[config.mk]
export PLATFORM = sky130hd
export DESIGN_NAME = rbt_div
export DESIGN_NICKNAME = d
export VERILOG_FILES = /design/src/rtl/rbt_pkg.sv /design/src/rtl/rbt_div.sv
export SDC_FILE = /design/constraint.sdc
export NUM_CORES = 1
export LEC_CHECK = 0
export BUFFER_PORTS_ARGS = -buffer_cell sky130_fd_sc_hd__buf_4
export CORE_UTILIZATION = 46
export DETAILED_ROUTE_END_ITERATION = 6
export GPL_TIMING_DRIVEN = 0
export PLACE_DENSITY = 0.78
export SYNTH_ARGS = -nofsm -noshare
export SYNTH_HDL_FRONTEND = slang
export SYNTH_SLANG_ARGS = --single-unit
[constraint.sdc]
create_clock -name clock -period 17.2 [get_ports clock]
set_clock_uncertainty 0.2 [all_clocks]
set_input_delay 3.44 -clock clock [delete_from_list [all_inputs] [get_ports clock]]
set_output_delay 3.44 -clock clock [all_outputs]
set_load 0.05 [all_outputs]
[src/rtl/rbt_pkg.sv]
// ----------------------------------------------------------------------------
// rbt_pkg : shared types and constants for the radiance to brightness unit
// Row layout, operation / mode / status codes, divider request bundle.
// ----------------------------------------------------------------------------
package rbt_pkg;

   localparam int TABLE_DEPTH_DEF = 256;

   // one table row: {ch5, ch4, ch3, temperature}, temperature lowest
   localparam int ROW_W = 128;

   localparam int DIV_NUM_W = 89;
   localparam int DIV_DEN_W = 64;

   localparam logic [31:0] MAX32        = 32'hFFFF_FFFF;
   localparam logic [31:0] PI100_Q16    = 32'd20588742;
   localparam logic [15:0] NIGHT_ZENITH = 16'd23040;   // 90.0 deg, Q8.8
   localparam logic [31:0] KM_TO_M      = 32'd1000;

   typedef enum logic [1:0] {
      OP_CONVERT = 2'd0,
      OP_WRITE   = 2'd1,
      OP_FINISH  = 2'd2,
      OP_NONE    = 2'd3
   } op_type;

   localparam logic [2:0] MODE_PASS = 3'd0;
   localparam logic [2:0] MODE_VIS  = 3'd1;
   localparam logic [2:0] MODE_CH3  = 3'd2;
   localparam logic [2:0] MODE_CH4  = 3'd3;
   localparam logic [2:0] MODE_CH5  = 3'd4;

   localparam logic [1:0] ST_OK       = 2'd0;
   localparam logic [1:0] ST_NO_TABLE = 2'd1;
   localparam logic [1:0] ST_RANGE    = 2'd2;
   localparam logic [1:0] ST_GEOMETRY = 2'd3;

   localparam logic [1:0] CSR_SOLAR_IRR = 2'd0;
   localparam logic [1:0] CSR_MEAN_DIST = 2'd1;
   localparam logic [1:0] CSR_ALB_LIMIT = 2'd2;

   typedef struct packed {
      logic                 start;
      logic [DIV_NUM_W-1:0] num;
      logic [DIV_DEN_W-1:0] den;
   } div_req_type;

   function automatic logic [31:0] row_temp(input logic [ROW_W-1:0] row);
      return row[31:0];
   endfunction

   function automatic logic [31:0] row_col(input logic [ROW_W-1:0] row,
                                           input logic [2:0] mode);
      logic [31:0] c;
      case (mode)
         MODE_CH3: c = row[63:32];
         MODE_CH4: c = row[95:64];
         default:  c = row[127:96];
      endcase
      return c;
   endfunction

endpackage

[src/rtl/rbt_div.sv]
// ----------------------------------------------------------------------------
// rbt_div : restoring divider, 32-bit saturated quotient
// One quotient bit per cycle; quotient of 2^32 or more saturates at once.
// ----------------------------------------------------------------------------
module rbt_div
   import rbt_pkg::*;
(
   input  logic        clock,
   input  logic        reset,
   input  div_req_type req,
   output logic        done,
   output logic [31:0] quot
);

   logic                 busy_ff, busy_in;
   logic                 done_ff, done_in;
   logic [5:0]           cnt_ff, cnt_in;
   logic [DIV_DEN_W-1:0] rem_ff, rem_in;
   logic [DIV_DEN_W-1:0] den_ff, den_in;
   logic [31:0]          low_ff, low_in;
   logic [31:0]          quot_ff, quot_in;

   logic [DIV_DEN_W:0]   rem2;
   logic [DIV_DEN_W:0]   diff;
   logic                 fits;
   logic                 sat;

   assign rem2 = {rem_ff, low_ff[31]};
   assign fits = rem2 >= {1'b0, den_ff};
   assign diff = rem2 - {1'b0, den_ff};
   // high part already at or above the divisor: quotient overflows 32 bits
   assign sat  = {7'd0, req.num[DIV_NUM_W-1:32]} >= req.den;

   always_comb begin
      busy_in = busy_ff;
      done_in = 1'b0;
      cnt_in  = cnt_ff;
      rem_in  = rem_ff;
      den_in  = den_ff;
      low_in  = low_ff;
      quot_in = quot_ff;
      if (req.start) begin
         den_in = req.den;
         if (sat) begin
            quot_in = MAX32;
            done_in = 1'b1;
            busy_in = 1'b0;
         end else begin
            rem_in  = {7'd0, req.num[DIV_NUM_W-1:32]};
            low_in  = req.num[31:0];
            quot_in = '0;
            cnt_in  = 6'd32;
            busy_in = 1'b1;
         end
      end else if (busy_ff) begin
         rem_in  = fits ? diff[DIV_DEN_W-1:0] : rem2[DIV_DEN_W-1:0];
         low_in  = {low_ff[30:0], 1'b0};
         quot_in = {quot_ff[30:0], fits};
         cnt_in  = cnt_ff - 6'd1;
         if (cnt_ff == 6'd1) begin
            busy_in = 1'b0;
            done_in = 1'b1;
         end
      end
   end

   always_ff @(posedge clock) begin
      if (reset) begin
         busy_ff <= 1'b0;
         done_ff <= 1'b0;
         cnt_ff  <= '0;
      end else begin
         busy_ff <= busy_in;
         done_ff <= done_in;
         cnt_ff  <= cnt_in;
      end
      rem_ff  <= rem_in;
      den_ff  <= den_in;
      low_ff  <= low_in;
      quot_ff <= quot_in;
   end

   assign done = done_ff;
   assign quot = quot_ff;

endmodule
==> summary.txt, run 1 <==
Outcome -> finished, final reports clean
Ys flop type -> edfxtp_1
Antenna-violating nets left -> 0
Die height -> 176 um
Post-CTS Setup Bufs -> 0
H-Tree Depth -> 4
Placer Congestion -> 0.996
CP max stage cell -> a2111oi_0
Post-synthesis sequential area ratio -> 42.4%
Clock buffers created by TritonCTS -> 17
CTS resizes -> 0
Final Hold Viols -> 0
Sw frac -> 41.4%
Routed vias -> 11600
Clock sink count -> 200
Buffer and inverter count on the worst path -> 4
Largest net degree at the start of global routing -> 66
Reg power frac -> 30.6%
Total power -> 2.30 mW
Initial drt markers -> 934
Unique masters post-synth -> 75
Top cell by count, worst path -> o211ai_1
Synth cell count leaders -> edfxtp_1, inv_1, ha_1, a21oi_1, mux2_2
WL met2 -> 18400 um
I/O pins -> 189
DR vias/cell -> 5.84
Placed cell count -> 1960
Fill cells -> 2626
Slew margin rel. -> 15.5%
Util after Layout -> 55.6%
CP max FO -> 10
Clk buf depth -> 2
Setup crit end kind -> flop
CTS tree -> yes
Die area -> 31100 um^2
Yosys Warn Count -> 0
Setup TNS -> 0 ns
Area of the core -> 29800 um^2
Comb power frac -> 51.0%
Pwr Density -> 139 nW/um^2
Family with the most delay on the worst path -> compound AO/OA/AOI/OAI gates
Mapped Avg Cell Area -> 10.1 um^2
Post-route DRC -> 0
CP Launch Type -> input pin
EDFF count, synth -> 192
DR WL/cell -> 20.7 um
Crit-path cells -> buf_4 > inv_1 > ha_1 > a2111oi_0 > o211ai_1 > a221oi_1 > o211ai_1 > a21oi_1 > clkbuf_1 > buf_1 > o22ai_1
Net Switching -> 953 uW
Layout area overhead -> 18.5%
Remaining Overflow, GRT -> 0
Antenna violations before repair -> 1
Std-Cell Rows -> 63
Crit path DAT -> 6.96 ns
Synth area leaders -> edfxtp_1, ha_1, mux2_2
Critical path class -> in -> reg
Clk root buf -> clkbuf_16
Most common cell in the netlist -> edfxtp_1
WP data required -> 17.19 ns
Fin crit period -> 6.98 ns
Final setup viols -> 0
Pleak -> 7.17 nW
Fraction of layout cells with a size suffix above 1 -> 21.0%
Final net count -> 1869
Max cap viols -> 0
Mapped Cells -> 1379
Die X -> 176 um
Tot GR Track Use -> 27.0%
Clock Power Share -> 18.4%
DR WL met3 -> 3450 um
VDD IR max -> 0.0000861 V
Clock-pin slew on the worst setup and hold paths -> 0.08 ns
Cts hold-fix bufs -> 0
FFs w/ async S/R, synth -> 0%
Worst Hold Class -> reg -> reg
#FFs+latches synth -> 200
Unrepaired setup endpoints after global routing -> no
Internal Power -> 1.35 mW
First-pass iteration count of the detailed router -> 5
Synth area leader -> edfxtp_1
Final Max Slew Viols -> 0
Fmax -> 143 MHz
I/O Buffers -> 188
Syn nets -> 1659
Top-area cell type share of the netlist area -> 41.2%
Post-route clock period utilization -> 40.6%
Initial Util -> 46.9%
Tightest Pin Transition -> 1.27 ns
Post-synthesis cell area -> 14000 um^2
Non-filler instance count after layout -> 1992
M1 wire length -> 18300 um
ANT cells -> 0
Vias in the first global route -> 11600
Uppermost layer routed -> met4
Post-DP HPWL -> 31300 um
First-pass GRT wire length -> 63700 um
Max incr delay on CP -> 0.58 ns
Worst skew pair latency -> 0.47 ns
Drt total wl -> 41200 um
-- worst register-to-register path, delay by kind of cell (launching register included) --
family	cells	cell delay [ns]
flops	1	0.42
simple gates	3	1.55
fa+ha+maj	1	0.40
compound gates	6	2.34
-- sequential cells by signal, summed over array words and instances (netlist names) --
| signal | cells |
|---|---|
| cnt_ff | 6 |
| den_ff | 64 |
| done | 1 |
| rem_ff | 64 |
| busy_ff | 1 |
| quot | 32 |
| low_ff | 32 |
-- cells in the final DEF, fill, tap and decap left out, types with 18 or more instances in the layout --
master and count:
a21o_1 54, a21oi_1 116, buf_4 193, clkbuf_1 39
edfxtp_1 192, ha_1 123, inv_1 175, mux2_2 83
nand2_1 81, nand3_1 20, nand4_1 29, nor2_1 40
nor3_1 24, o21ai_0 57, o22ai_1 32, xnor2_1 34
xor2_1 18
-- stage by stage --
step,hold WS [ns],instance area [um^2],worst slack (ns)
after detailed placement,0.312,16000,9.81
after floorplan,0.271,14000,6.74
after global placement,0.295,15900,3.66
after global routing,0.349,16600,10.02
final,0.341,16600,10.22
after CTS,0.335,16600,10.29
-- cell families (layout without fill, tap and decap cells) --
family          count (synthesis)  after routing  synth area share (%)
buf+inv                       232            455                  6.59
xor+xnor                       52             52                  3.26
fa+ha+maj                     124            124                  11.1
mux                            90             90                  7.23
flops                         200            200                  42.4
simple gates                  291            291                  11.0
compound gates                390            390                  18.4
-- worst paths after layout --
kind	start	slack [ns]	endpoint	cells past startpoint
setup / recovery	req[9]	10.22	quot[22]	11
hold / removal	cnt_ff[1]	0.34	cnt_ff[1]	2
setup reg to reg	rem_ff[3]	12.14	rem_ff[39]	10
hold reg to reg	cnt_ff[1]	0.34	cnt_ff[1]	2
-- power by group through the flow --
| stage | combinational (mW) | sequential (mW) | clock (mW) |
|---|---|---|---|
| after global placement | 1.12 | 0.712 | 0 |
| after CTS | 1.16 | 0.702 | 0.428 |
| final | 1.17 | 0.704 | 0.423 |
| after floorplan | 0.817 | 0.724 | 0 |
| after detailed placement | 1.15 | 0.711 | 0 |
| after global routing | 1.28 | 0.712 | 0.445 |
-- final cells by class --
type                       count  area (um^2)  area share (%)
multi-input combinational    947         7150            43.1
sequential                   200         5930            35.7
timing repair buffer         191         1480            8.92
inverter                     175          657            3.96
tap                          390          488            2.94
clock buffer                  18          429            2.59
buffer                        57          265            1.60
clock inverter                14          181            1.09
-- metal layers --
metal  up-vias  track usage (%)
li1       5561                -
met1      5520             37.2
met2       494             42.0
met3        64             5.79
met4         0             9.02
met5         -                0
Power figures use the tool's default switching activity.
==> run 2, diff against run 1 <==
--- a/config.mk
+++ b/config.mk
@@ -9,7 +9,7 @@
 export CORE_UTILIZATION = 46
 export DETAILED_ROUTE_END_ITERATION = 6
 export GPL_TIMING_DRIVEN = 0
-export PLACE_DENSITY = 0.78
+export PLACE_DENSITY = 0.81
 export SYNTH_ARGS = -nofsm -noshare
 export SYNTH_HDL_FRONTEND = slang
 export SYNTH_SLANG_ARGS = --single-unit
==> constraint.sdc (replaced) <==
create_clock -name clock -period 5.6 [get_ports clock]
set_clock_uncertainty 0.2 [all_clocks]
set_input_delay 1.12 -clock clock [delete_from_list [all_inputs] [get_ports clock]]
set_output_delay 1.12 -clock clock [all_outputs]
set_load 0.05 [all_outputs]
==> run 2 against run 1 <==
Sequential cell count is the same. Clock power grew to 3.3 times the previous value. Setup slack lost 9.7 ns. Combinational power grew to 3.1 times the previous value. Critical path depth shrank 1. Critical endpoint is now rem_ff[45]. Highest routed layer is now met5.
==> summary.txt, run 2 (synthesized netlist as in run 1, its figures left out) <==
Die X -> 176 um (unchanged)
Sw frac -> 41.0% (-0.44 points)
Final setup viols -> 0 (unchanged)
Final Hold Viols -> 0 (unchanged)
Worst skew pair latency -> 0.46 ns (about the same)
VDD IR max -> 0.000196 V (+130%)
Final Max Slew Viols -> 0 (unchanged)
Slew margin rel. -> 16.8% (+1.3 points)
Net Switching -> 2.93 mW (+210%)
Fin crit period -> 5.12 ns
Clk root buf -> clkbuf_16
Critical path class -> reg -> reg
Finished layout cell area -> 16600 um^2 (+0.23%)
Max incr delay on CP -> 0.92 ns (+0.34 ns)
DR WL/cell -> 20.7 um (about the same)
First-pass GRT wire length -> 63800 um (+0.24%)
Crit path DAT -> 5.25 ns (-1.71 ns)
Pwr Density -> 431 nW/um^2 (+210%)
Post-route DRC -> 0 (unchanged)
Post-DP HPWL -> 31500 um (+0.53%)
Outcome -> finished, final reports clean
Drt total wl -> 41200 um (about the same)
Layout area overhead -> 18.8%
Cts hold-fix bufs -> 0 (unchanged)
Antenna violations before repair -> 1 (unchanged)
Clock-pin slew on the worst setup and hold paths -> 0.09 ns (about the same)
Reg power frac -> 30.2% (-0.4 points)
CTS resizes -> 0 (unchanged)
Remaining Overflow, GRT -> 0 (unchanged)
CTS tree -> yes
Routed vias -> 11800 (+1.2%)
Top Registers -> den_ff x64, rem_ff x64
Placer Congestion -> 0.969 (-2.8%)
Crit-path cells -> ha_1 > nand3_1 > a21oi_1 > o2111ai_1 > a2111oi_4 > o211ai_2 > a211oi_4 > nor2_1 > nor2_1 > a221o_1
Dpl cell area -> 16000 um^2 (about the same)
Clock buffers created by TritonCTS -> 17 (unchanged)
First-pass iteration count of the detailed router -> 6 (+1)
CP max stage cell -> nor2_1
Std-Cell Rows -> 63 (unchanged)
WP data required -> 5.72 ns (-11.47 ns)
I/O pins -> 189 (unchanged)
Vias in the first global route -> 11800 (+1.9%)
Area of the core -> 29800 um^2 (unchanged)
Post-route clock period utilization -> 91.5%
Tot GR Track Use -> 26.9% (-0.091 points)
CP Launch Type -> flop
Family with the most delay on the worst path -> compound AO/OA/AOI/OAI gates
Max cap viols -> 0 (unchanged)
CP max FO -> 10 (unchanged)
Worst Hold Class -> reg -> reg
H-Tree Depth -> 4 (unchanged)
Most frequent cells in the layout -> buf_4, edfxtp_1, inv_1, ha_1, a21oi_1
Antenna-violating nets left -> 0 (unchanged)
Unrepaired setup endpoints after global routing -> no
Post-CTS Setup Bufs -> 0 (unchanged)
Initial drt markers -> 1126 (+21%)
Initial Util -> 46.9% (unchanged)
Largest net degree at the start of global routing -> 66 (unchanged)
Die height -> 176 um (unchanged)
Total power -> 7.16 mW (+210%)
Clock Power Share -> 19.3% (+0.9 points)
Pleak -> 7.19 nW (+0.24%)
Fmax -> 195 MHz
Leading cell type in the layout, fill and taps excluded -> buf_4
ANT cells -> 0 (unchanged)
Final net count -> 1869 (unchanged)
Fraction of layout cells with a size suffix above 1 -> 20.9% (-0.062 points)
Setup crit end kind -> flop
Clock sink count -> 200 (unchanged)
Tightest Pin Transition -> 1.25 ns (-0.0198 ns)
Buffer and inverter count on the worst path -> 0 (-4)
I/O Buffers -> 188 (unchanged)
DR vias/cell -> 5.92 (+1.2%)
Internal Power -> 4.23 mW (+210%)
Die area -> 31100 um^2 (unchanged)
Top cell by count, worst path -> nor2_1
Clk buf depth -> 2 (unchanged)
Comb power frac -> 50.5% (-0.5 points)
## run 2: cell types whose count changed in the layout (fill, tap and decap cells not counted), sizes merged
cell,before,now
bufinv,1,3
clkbuf,57,56
clkinv,8,7
## run 2: cell type report
class	count	area [um^2]
clock inverter	15	230
fill	2636	13200
clock buffer	17	425
timing repair buffer	191	1470
multi-input combinational	947	7150
tap	390	488
inverter	175	657
buffer	57	265
sequential	200	5930
## run 2: metal layers
metal  vias up  global-route usage, %  wire length (um)  part of all wire (%)
li1       5557                      -                 -                     -
met1      5625                   34.9             17400                    42
met2       507                   42.1             18500                    45
met3        92                   6.57              3600                   8.7
met4         2                   12.8              1700                   4.1
met5         -                      0                13                 0.032
## run 2: power groups by stage
stage | Clock [mW] | Combinational [mW] | Sequential, mW
detailed placement | 0 | 3.52 | 2.18
finish | 1.38 | 3.62 | 2.16
global route | 1.44 | 3.93 | 2.19
floorplan | 0 | 2.51 | 2.22
CTS | 1.39 | 3.56 | 2.16
global placement | 0 | 3.43 | 2.17
## run 2: path summary, 6_finish.rpt
path                     end  startpoint  slack [ns]  cells past startpoint
setup reg to reg  rem_ff[45]   rem_ff[4]        0.48                     10
hold reg to reg    cnt_ff[5]   cnt_ff[5]        0.34                      1
setup / recovery  rem_ff[45]   rem_ff[4]        0.48                     10
hold / removal     cnt_ff[5]   cnt_ff[5]        0.34                      1
## run 2: metrics by stage
stage | setup TNS, ns | hold WS (ns) | util (%) | worst slack (ns) | instances
floorplan | 0 | 0.271 | - | 0.644 | 1379
global placement | -89.40 | 0.293 | 53.4 | -0.941 | 1957
detailed placement | 0 | 0.319 | 53.6 | 0.366 | 1960
CTS | 0 | 0.333 | 55.8 | 0.651 | 1992
global route | 0 | 0.345 | 55.8 | 0.400 | 1992
finish | 0 | 0.337 | 55.8 | 0.475 | 1992
